## config.mk

```make
export PLATFORM = sky130hd
export DESIGN_NAME = cht_ctrl
export DESIGN_NICKNAME = d
export VERILOG_FILES = /design/src/rtl/cht_pkg.sv /design/src/rtl/cht_ctrl.sv
export SDC_FILE = /design/constraint.sdc
export NUM_CORES = 1
export LEC_CHECK = 0
export ABC_AREA = 1
export BUFFER_PORTS_ARGS = -buffer_cell sky130_fd_sc_hd__buf_2
export CORE_ASPECT_RATIO = 0.8
export CORE_MARGIN = 2
export CORE_UTILIZATION = 48
export CTS_BUF_LIST = sky130_fd_sc_hd__clkbuf_4
export DETAILED_ROUTE_END_ITERATION = 10
export PLACE_DENSITY = 0.9
export SYNTH_ARGS = -nofsm -noshare
export SYNTH_HDL_FRONTEND = slang
export SYNTH_SLANG_ARGS = --single-unit
```

## constraint.sdc

```tcl
create_clock -name clock -period 1.3 [get_ports clock]
set_input_delay 0.26 -clock clock [delete_from_list [all_inputs] [get_ports clock]]
set_output_delay 0.26 -clock clock [all_outputs]
set_load 0.01 [all_outputs]
```

## src/rtl/cht_pkg.sv

```systemverilog
// shared constants, payload types and controller/datapath interface types
`timescale 1ns / 1ps
package cht_pkg;

   localparam int MaxBuckets   = 16;
   localparam int PoolEntries  = 64;
   localparam int BucketW      = $clog2(MaxBuckets);
   localparam int EntryW       = $clog2(PoolEntries);
   localparam int LinkW        = EntryW + 1;
   localparam int CountW       = $clog2(PoolEntries + 1);
   localparam int BcountW      = 5;
   localparam int KeyW         = 31;
   localparam int ValueW       = 64;
   localparam int KeyBitW      = $clog2(KeyW);
   localparam logic [BcountW-1:0] ResetBuckets = BcountW'(13);

   typedef enum logic [1:0] {
      REQ_LOOKUP = 2'd0,
      REQ_INSERT = 2'd1,
      REQ_REMOVE = 2'd2,
      REQ_OTHER  = 2'd3
   } req_kind_type;

   typedef enum logic [1:0] {
      ST_DONE = 2'd0,
      ST_MISS = 2'd1,
      ST_FULL = 2'd2
   } rsp_status_type;

   typedef struct packed {
      req_kind_type      req_type;
      logic [KeyW-1:0]   key;
      logic [ValueW-1:0] value;
   } req_payload_type;

   typedef struct packed {
      logic              found;
      logic [ValueW-1:0] result_value;
      rsp_status_type    status;
      logic [CountW-1:0] entry_count;
   } rsp_payload_type;

   typedef struct packed {
      logic capture;
      logic div_step;
      logic head_load;
      logic fetch;
      logic advance;
      logic mark_hit;
      logic update;
      logic ins_a;
      logic ins_b;
      logic remove;
      logic finish;
   } cmd_type;

   typedef struct packed {
      req_kind_type      kind;
      logic              div_last;
      logic              cur_none;
      logic              next_none;
      logic              key_hit;
      logic              walk_limit;
      logic              pool_empty;
      logic              rsp_free;
      logic [CountW-1:0] free_count;
      logic [CountW-1:0] held_count;
   } stat_type;

endpackage

```

## src/rtl/cht_ctrl.sv

```systemverilog
// request sequencer: modulo, chain walk and table update steps
`timescale 1ns / 1ps
module cht_ctrl (
   input  logic             clock,
   input  logic             reset,
   input  logic             req_valid,
   output logic             req_ready,
   input  cht_pkg::stat_type stat,
   output cht_pkg::cmd_type  cmd
);
   import cht_pkg::*;

   typedef enum logic [10:0] {
      S_IDLE  = 11'b000_0000_0001,
      S_DIV   = 11'b000_0000_0010,
      S_HEAD  = 11'b000_0000_0100,
      S_FETCH = 11'b000_0000_1000,
      S_CMP   = 11'b000_0001_0000,
      S_UPD   = 11'b000_0010_0000,
      S_REM   = 11'b000_0100_0000,
      S_INS_A = 11'b000_1000_0000,
      S_INS_B = 11'b001_0000_0000,
      S_FIN   = 11'b010_0000_0000,
      S_SPARE = 11'b100_0000_0000
   } state_type;

   state_type state_ff, state_in;
   state_type miss_state;

   assign miss_state = (stat.kind == REQ_INSERT && !stat.pool_empty) ? S_INS_A : S_FIN;
   assign req_ready  = (state_ff == S_IDLE);

   always_comb begin
      state_in = state_ff;
      cmd      = '0;
      case (state_ff)
         S_IDLE: begin
            if (req_valid) begin
               cmd.capture = 1'b1;
               state_in    = S_DIV;
            end
         end
         S_DIV: begin
            cmd.div_step = 1'b1;
            if (stat.div_last) state_in = S_HEAD;
         end
         S_HEAD: begin
            cmd.head_load = 1'b1;
            state_in      = S_FETCH;
         end
         S_FETCH: begin
            if (stat.cur_none) begin
               state_in = miss_state;
            end else begin
               cmd.fetch = 1'b1;
               state_in  = S_CMP;
            end
         end
         S_CMP: begin
            if (stat.key_hit) begin
               cmd.mark_hit = 1'b1;
               case (stat.kind)
                  REQ_INSERT: state_in = S_UPD;
                  REQ_REMOVE: state_in = S_REM;
                  default:    state_in = S_FIN;
               endcase
            end else if (stat.next_none || stat.walk_limit) begin
               state_in = miss_state;
            end else begin
               cmd.advance = 1'b1;
               state_in    = S_FETCH;
            end
         end
         S_UPD: begin
            cmd.update = 1'b1;
            state_in   = S_FIN;
         end
         S_REM: begin
            cmd.remove = 1'b1;
            state_in   = S_FIN;
         end
         S_INS_A: begin
            cmd.ins_a = 1'b1;
            state_in  = S_INS_B;
         end
         S_INS_B: begin
            cmd.ins_b = 1'b1;
            state_in  = S_FIN;
         end
         S_FIN: begin
            if (stat.rsp_free) begin
               cmd.finish = 1'b1;
               state_in   = S_IDLE;
            end
         end
         default: state_in = S_IDLE;
      endcase
   end

   always_ff @(posedge clock) begin
      if (reset) state_ff <= S_IDLE;
      else       state_ff <= state_in;
   end

endmodule

```

### Yosys cells after proc, flatten, opt, wreduce, memory -nomap -nowiden

Index checks and enable logic that the tools add are counted.

* muxes and demuxes: 25
* eq/ne operators: 15
* reductions and logical operators: 5

Operators with widths (number)
* one-hot mux 11 bit (8 select lines): 1
* two-way mux 11 bit: 4
* two-way mux 10 bit: 3
* one-hot mux 10 bit (2 select lines): 1
* two-way mux 1 bit: 15
* == test 11 x 1 -> 1 bit (second input constant): 1
* == test 11 x 10 -> 1 bit (second input constant): 1
* == test 11 x 2 -> 1 bit (second input constant): 1
* == test 11 x 3 -> 1 bit (second input constant): 1
* == test 11 x 4 -> 1 bit (second input constant): 1
* == test 11 x 5 -> 1 bit (second input constant): 1
* == test 11 x 6 -> 1 bit (second input constant): 1
* == test 11 x 7 -> 1 bit (second input constant): 1
* == test 11 x 8 -> 1 bit (second input constant): 1
* == test 11 x 9 -> 1 bit (second input constant): 1
* != test 2 bit (second input constant): 3
* AND reduction 3 bit: 1
* OR reduction 3 bit: 1
* == test 2 x 1 -> 1 bit (second input constant): 1
* == test 2 bit (second input constant): 1
* two-way mux 2 bit: 1
* logical AND 1 bit: 1
* zero test 1 bit: 1
* logical OR 1 bit: 1

* register bits after elaboration: 11
* bits of input ports: 26
* word-level logic and storage cells: 46
* output and inout port bits: 12

### Depth between registers and ports, before layout

Gate-level depths: netlist of the first run.

* depth in word-level cells: 6
* mapped depth: 10

### Worst setup path before layout of the first run

OpenSTA, ideal clock, no wires.

* kind: reg-to-output
* from: register state_ff[8]
* to: output cmd[10] (netlist bit)
* slack: 58 ps
* data required time: 1040 ps
* arrival: 982 ps
* stages on the path, launching flop included: 6
* buffers on the path: 0
* cell sequence: dfxtp_1 > nor2_4 > nand2_2 > nor2_4 > nand2_1 > nor2_1

RTL lines
* start: declaration: RTL line cht_ctrl.sv:27 `state_type state_ff, state_in;`
* start signal: assignment: RTL line cht_ctrl.sv:102 `else state_ff <= state_in;`
* end: declaration: RTL line cht_ctrl.sv:9 `output cht_pkg::cmd_type cmd`

==> results of run 1 <==
==> power breakdown <==
| part | total [mW] | switching, mW | internal, mW |
|---|---|---|---|
| sequential | 0.411 | 0.0527 | 0.358 |
| clock | 0.236 | 0.125 | 0.111 |
| combinational | 1.28 | 0.764 | 0.516 |
| total | 1.93 | 0.941 | 0.986 |
==> final cells by class <==
type	count	area share, %
tap	22	2.06
timing repair buffer	45	23.2
clock inverter	1	0.281
sequential	10	16.3
inverter	27	7.76
clock buffer	3	1.68
multi-input combinational	82	48.7
==> metal layers <==
layer | wire length (um) | part of all wire, % | global-route usage, %
met1 | 1200 | 36 | 30.3
met2 | 1620 | 49 | 55.9
met3 | 247 | 7.4 | 4.38
met4 | 248 | 7.5 | 23.0
met5 | 0 | 0 | 0
==> worst max path at each step <==
| stage | start | end | slack [ps] |
|---|---|---|---|
| after CTS | state_ff[3]$_SDFFE_PP0P_ | cmd[10] | -330 |
| final | state_ff[7]$_SDFFE_PP0P_ | cmd[5] | -410 |
| after detailed placement | state_ff[8]$_SDFFE_PP0P_ | cmd[10] | -110 |
| after floorplan | state_ff[8]$_SDFFE_PP0P_ | cmd[10] | 60 |
| after global placement | state_ff[8]$_SDFFE_PP0P_ | cmd[10] | -60 |
| after global routing | state_ff[7]$_SDFFE_PP0P_ | cmd[0] | -440 |
==> metrics by stage <==
| stage | instance area (um^2) | total power, mW | cells | utilization [%] |
|---|---|---|---|---|
| after floorplan | 825 | 1.04 | 120 | - |
| after global placement | 1040 | 1.28 | 174 | 63.8 |
| after detailed placement | 1040 | 1.31 | 174 | 63.8 |
| after CTS | 1220 | 1.77 | 185 | 74.9 |
| after global routing | 1340 | 2.01 | 190 | 82.2 |
| final | 1340 | 1.93 | 190 | 82.2 |
==> logic make-up (layout without fill, tap and decap cells) <==
logic type,after synthesis,after routing,share of synthesized area (%)
flip-flops,10,10,24.3
adder cells (fa/ha/maj),2,2,3.03
AO/OA/AOI/OAI,8,8,6.07
buffers and inverters,28,76,12.7
AND/OR/NAND/NOR,72,72,53.9
==> cell usage after synthesis (all sizes together) <==
cell type   n
o211a       1
nor2       30
o22ai       1
nor4        2
nand2      25
clkbuf      1
a21oi       4
ha          2
nand3       8
nand3b      1
nand4       1
inv        27
dfxtp      10
nor3        5
o21ai       2
==> repair_timing <==
action | CTS | global route
pin swaps | 10 | 13
gates cloned | 0 | 0
buffers inserted | 7 | 7
gates resized for setup | 34 | 22
setup endpoints to repair | 14 | 21
hold buffers | 0 | 0
==> worst max-delay path, cell delays in order (launching register included) <==
cell and delay, ps:
dfxtp_4 370, nor2_4 180, nand2_4 100, nor2_4 160
nand2_4 100, nor2_4 120, buf_2 150
==> out/results.txt, run 1 <==
pre-CTS WS: -109 ps
hold slack final: 173 ps
Max Cap Viol: 0
period utilization: 132%
WP data required: 1040 ps
die span in y: 41.1 um
worst r2r src: state_ff[7]$_SDFFE_PP0P_
number of buffers created by CTS: 3
Pins Over Slew Limit: 0
initial DRC count: 61
final setup fails: 21
Worst Reg2Reg Path Length in Cells: 9
Core Footprint: 0.00163 mm^2
H-tree levels: 1
All-Layer GR Usage: 29.1%
Netlist Area Pre-Place: 825 um^2
die area: 0.00207 mm^2
DRC violation count after routing: 0
Routed Wire Length: 3320 um
worst vdd ir: 0.814 mV
max reg flops: 10
Hold Vio Cnt, Final: 0
DP HPWL: 1670 um
Reg with most FFs: state_ff
gpl congestion: 0.797
Seq cells post-synth: 10
# rows: 13
status: finished, violations left
port buffer count: 23
Antenna Cells: 0
Die Span X: 50.3 um
flip-flop and latch area: 218 um^2
ratio of cells with drive above 1 in the final layout: 64.9%
Critical Path End Type: output port
Antenna Nets Post-Route: 0
register-to-register path setup slack: -220 ps
final net count: 197
largest net degree at the start of global routing: 10
Synth Net Count: 148
post-synth top area share: 24.3%
worst setup margin: -414 ps
Reg clk slew, reported paths: 80 ps
register area share after synthesis: 24.3%
violated checks: setup timing
clk_skew: 5.74 ps
buffer depth of the longest clock path: 2
crit-path max FO: 4
Crit Path Category: reg2out
starting density of the core: 50.7%
worst r2r dst: state_ff[9]$_SDFFE_PP0P_
Yosys warnings: 0
Multi-input gate area: 652 um^2
Min-Delay Endpoint: state_ff[4]$_SDFFE_PP0P_
leakage power: 0.737 nW
io pins: 38
first-pass GRT wire length: 4210 um
Vias per Instance: 5.50
largest registers: state_ff x10
crit path launch type: flop
Hold Path Class: in2reg
Clk Latency, worst-skew pair: 280 ps
Yosys top cell by area: dfxtp_1
Hold Startpoint: stat[19]
hold path cells: 2
drt first pass iters: 5
GRT overflow: 0
vias in the first global route: 937
Mapped Cells: 120
Final TNS setup: -5210 ps
Layout area overhead: 62.2%
commonest non-fill, non-tap cell in the layout: inv_1
Final min period: 1710 ps
slew margin rel.: 77.6%
Power Dens Cells: 1440 mW/mm^2
Vias: 1,045
CTS tree: yes
initial antenna violation count: 0
drt wl/cell: 17.5 um
Cell variety after synth: 22
root buffer cell: clkbuf_4
RSZ-0062 raised after global routing: yes
worst slew pin tran: 335 ps
synth top area cells: dfxtp_1 (24%), inv_1 (12%), nor2_4 (9.6%)
Arr. time, crit path: 1450 ps
Fillers: 97
Peak Freq: 583 MHz
Syn Area/Cell: 6.87 um^2
most frequent cells in the layout: inv_1 (23), buf_2 (20), buf_4 (19), nand2_1 (13), nor2_4 (12)
Num Clock Sinks: 10
Power figures use the tool's default switching activity.
==> run 2: changes to the inputs <==
==> constraint.sdc (replaced) <==
create_clock -name clock -period 1.3 [get_ports clock]
set_input_delay 0.13 -clock clock [delete_from_list [all_inputs] [get_ports clock]]
set_output_delay 0.13 -clock clock [all_outputs]
set_load 0.01 [all_outputs]
==> out/results.txt, run 2 (synthesis gave the netlist of run 1 again) <==
initial DRC count: 34 (-44%)
root buffer cell: clkbuf_4
worst setup margin: -258 ps (+156 ps)
final net count: 191 (-3.0%)
commonest non-fill, non-tap cell in the layout: inv_1
port buffer count: 23 (unchanged)
Sw Pwr: 0.921 mW (-2.1%)
gpl congestion: 0.823 (+3.3%)
die span in y: 41.1 um (unchanged)
Clock power frac: 11.6% (-0.7 points)
clk_skew: 6.05 ps (+0.314 ps)
GRT overflow: 0 (unchanged)
number of buffers created by CTS: 3 (unchanged)
All-Layer GR Usage: 22.7% (-6.4 points)
hold slack final: 53.7 ps (-120 ps)
Pins Over Slew Limit: 0 (unchanged)
drt wl/cell: 15.8 um (-9.4%)
Die Span X: 50.3 um (unchanged)
WP data required: 1170 ps (+130 ps)
largest delay contributor family on the critical path: simple AND/OR/NAND/NOR gates
vias in the first global route: 790 (-16%)
final setup fails: 19 (-9.5%)
Hold Path Class: in2reg
Num Clock Sinks: 10 (unchanged)
most frequent cells in the layout: inv_1 (23), buf_2 (18), nor2_1 (14), nor2_4 (13), nand2_1 (13)
Layout area overhead: 54.9%
Critical Path End Type: output port
worst slew pin tran: 327 ps (-7.62 ps)
Core Footprint: 0.00163 mm^2 (unchanged)
RSZ-0062 raised after global routing: yes
Power Dens Cells: 1520 mW/mm^2 (+5.3%)
period utilization: 120% (-12 points)
combinational power share: 67.2% (+0.8 points)
H-tree levels: 1 (unchanged)
drt first pass iters: 4 (-1)
DP HPWL: 1450 um (-13%)
Clk Latency, worst-skew pair: 270 ps (about the same)
io pins: 38 (unchanged)
crit path launch type: flop
design area: 0.00128 mm^2 (-4.5%)
DRC violation count after routing: 0 (unchanged)
Final min period: 1560 ps (-156 ps)
first-pass GRT wire length: 3350 um (-21%)
Arr. time, crit path: 1430 ps (-20 ps)
starting density of the core: 50.7% (unchanged)
# rows: 13 (unchanged)
Max Cap Viol: 0 (unchanged)
initial antenna violation count: 0 (unchanged)
CP max stage cell: dfxtp_4
Routed Wire Length: 2900 um (-13%)
crit-path cells: nor2_4 -> nand2_4 -> nor2_4 -> nand2_1 -> nor2_1 -> buf_2
Vias per Instance: 5.23 (-4.8%)
violated checks: setup timing
placed inst area: 963 um^2 (-7.2%)
Reg clk slew, reported paths: 70 ps (about the same)
slew margin rel.: 78.1% (+0.51 points)
CTS tree: yes
CP most frequent cell: nor2_4
crit-path max FO: 4 (unchanged)
largest net degree at the start of global routing: 10 (unchanged)
ratio of cells with drive above 1 in the final layout: 59.6% (-5.3 points)
Vias: 958 (-8.3%)
Antenna Nets Post-Route: 0 (unchanged)
Reg with most FFs: state_ff
worst vdd ir: 0.855 mV (+5.0%)
delay of the slowest critical-path stage: 370 ps (about the same)
Flop pwr share: 21.2% (about the same)
switching share of power: 47.5% (-1.3 points)
CTS Hold Bufs: 0 (unchanged)
Crit Path Category: reg2out
buffer depth of the longest clock path: 2 (unchanged)
Final TNS setup: -3500 ps (+1710 ps)
Antenna Cells: 0 (unchanged)
leakage power: 0.715 nW (-3.0%)
die area: 0.00207 mm^2 (unchanged)
status: finished, violations left
Peak Freq: 642 MHz (+10%)
max reg flops: 10 (unchanged)
CP bufs+invs: 1 (unchanged)
Hold Vio Cnt, Final: 0 (unchanged)
Power Total: 1.94 mW (+0.57%)
pre-CTS WS: -34.9 ps (+73.9 ps)
internal power: 1.02 mW (+3.1%)
largest registers: state_ff x10
run 2: final cells by class:
type,instances,area [um^2]
Sequential cell,10,218
Timing Repair Buffer,39,285
Tap cell,22,27.5
Clock buffer,3,22.5
Inverter,27,104
Fill cell,108,349
Multi-Input combinational cell,82,621
run 2: path summary, 6_finish.rpt:
path | from | to | slack [ps] | depth (start not counted)
max | state_ff[7]$_SDFFE_PP0P_ | cmd[0] | -260 | 6
min | stat[19] | state_ff[4]$_SDFFE_PP0P_ | 50 | 2
max reg2reg | state_ff[8]$_SDFFE_PP0P_ | state_ff[1]$_SDFFE_PP0P_ | -250 | 9
min reg2reg | state_ff[7]$_SDFFE_PP0P_ | state_ff[8]$_SDFFE_PP0P_ | 550 | 2
run 2: power by group through the flow:
stage,logic (mW),registers (mW),clock network [mW]
2_1_floorplan,0.634,0.405,0
3_3_place_gp,0.779,0.409,0
3_5_place_dp,0.802,0.413,0
4_1_cts,1.09,0.411,0.217
5_1_grt,1.38,0.415,0.229
6_report,1.30,0.411,0.224
run 2: metal layers:
layer / vias up / GRT usage (%) / wire [um]
li1: 453 / - / -
met1: 445 / 24.4 / 1220
met2: 43 / 45.1 / 1460
met3: 17 / 4.38 / 108
met4: 0 / 10.8 / 112
met5: - / 0 / 0
run 2: what timing repair did:
| item | 4_1_cts | 5_1_grt |
|---|---|---|
| setup buffers | 10 | 7 |
| endpoints found under the hold margin | 0 | 0 |
| setup endpoints to repair | 15 | 20 |
| pin swaps | 11 | 16 |
| resized for setup | 25 | 28 |
run 2: metrics by stage:
step / util (%) / cells
finish: 78.5 / 183
global route: 78.5 / 183
CTS: 69.5 / 177
detailed placement: 59.2 / 164
global placement: 59.2 / 164
floorplan: - / 120
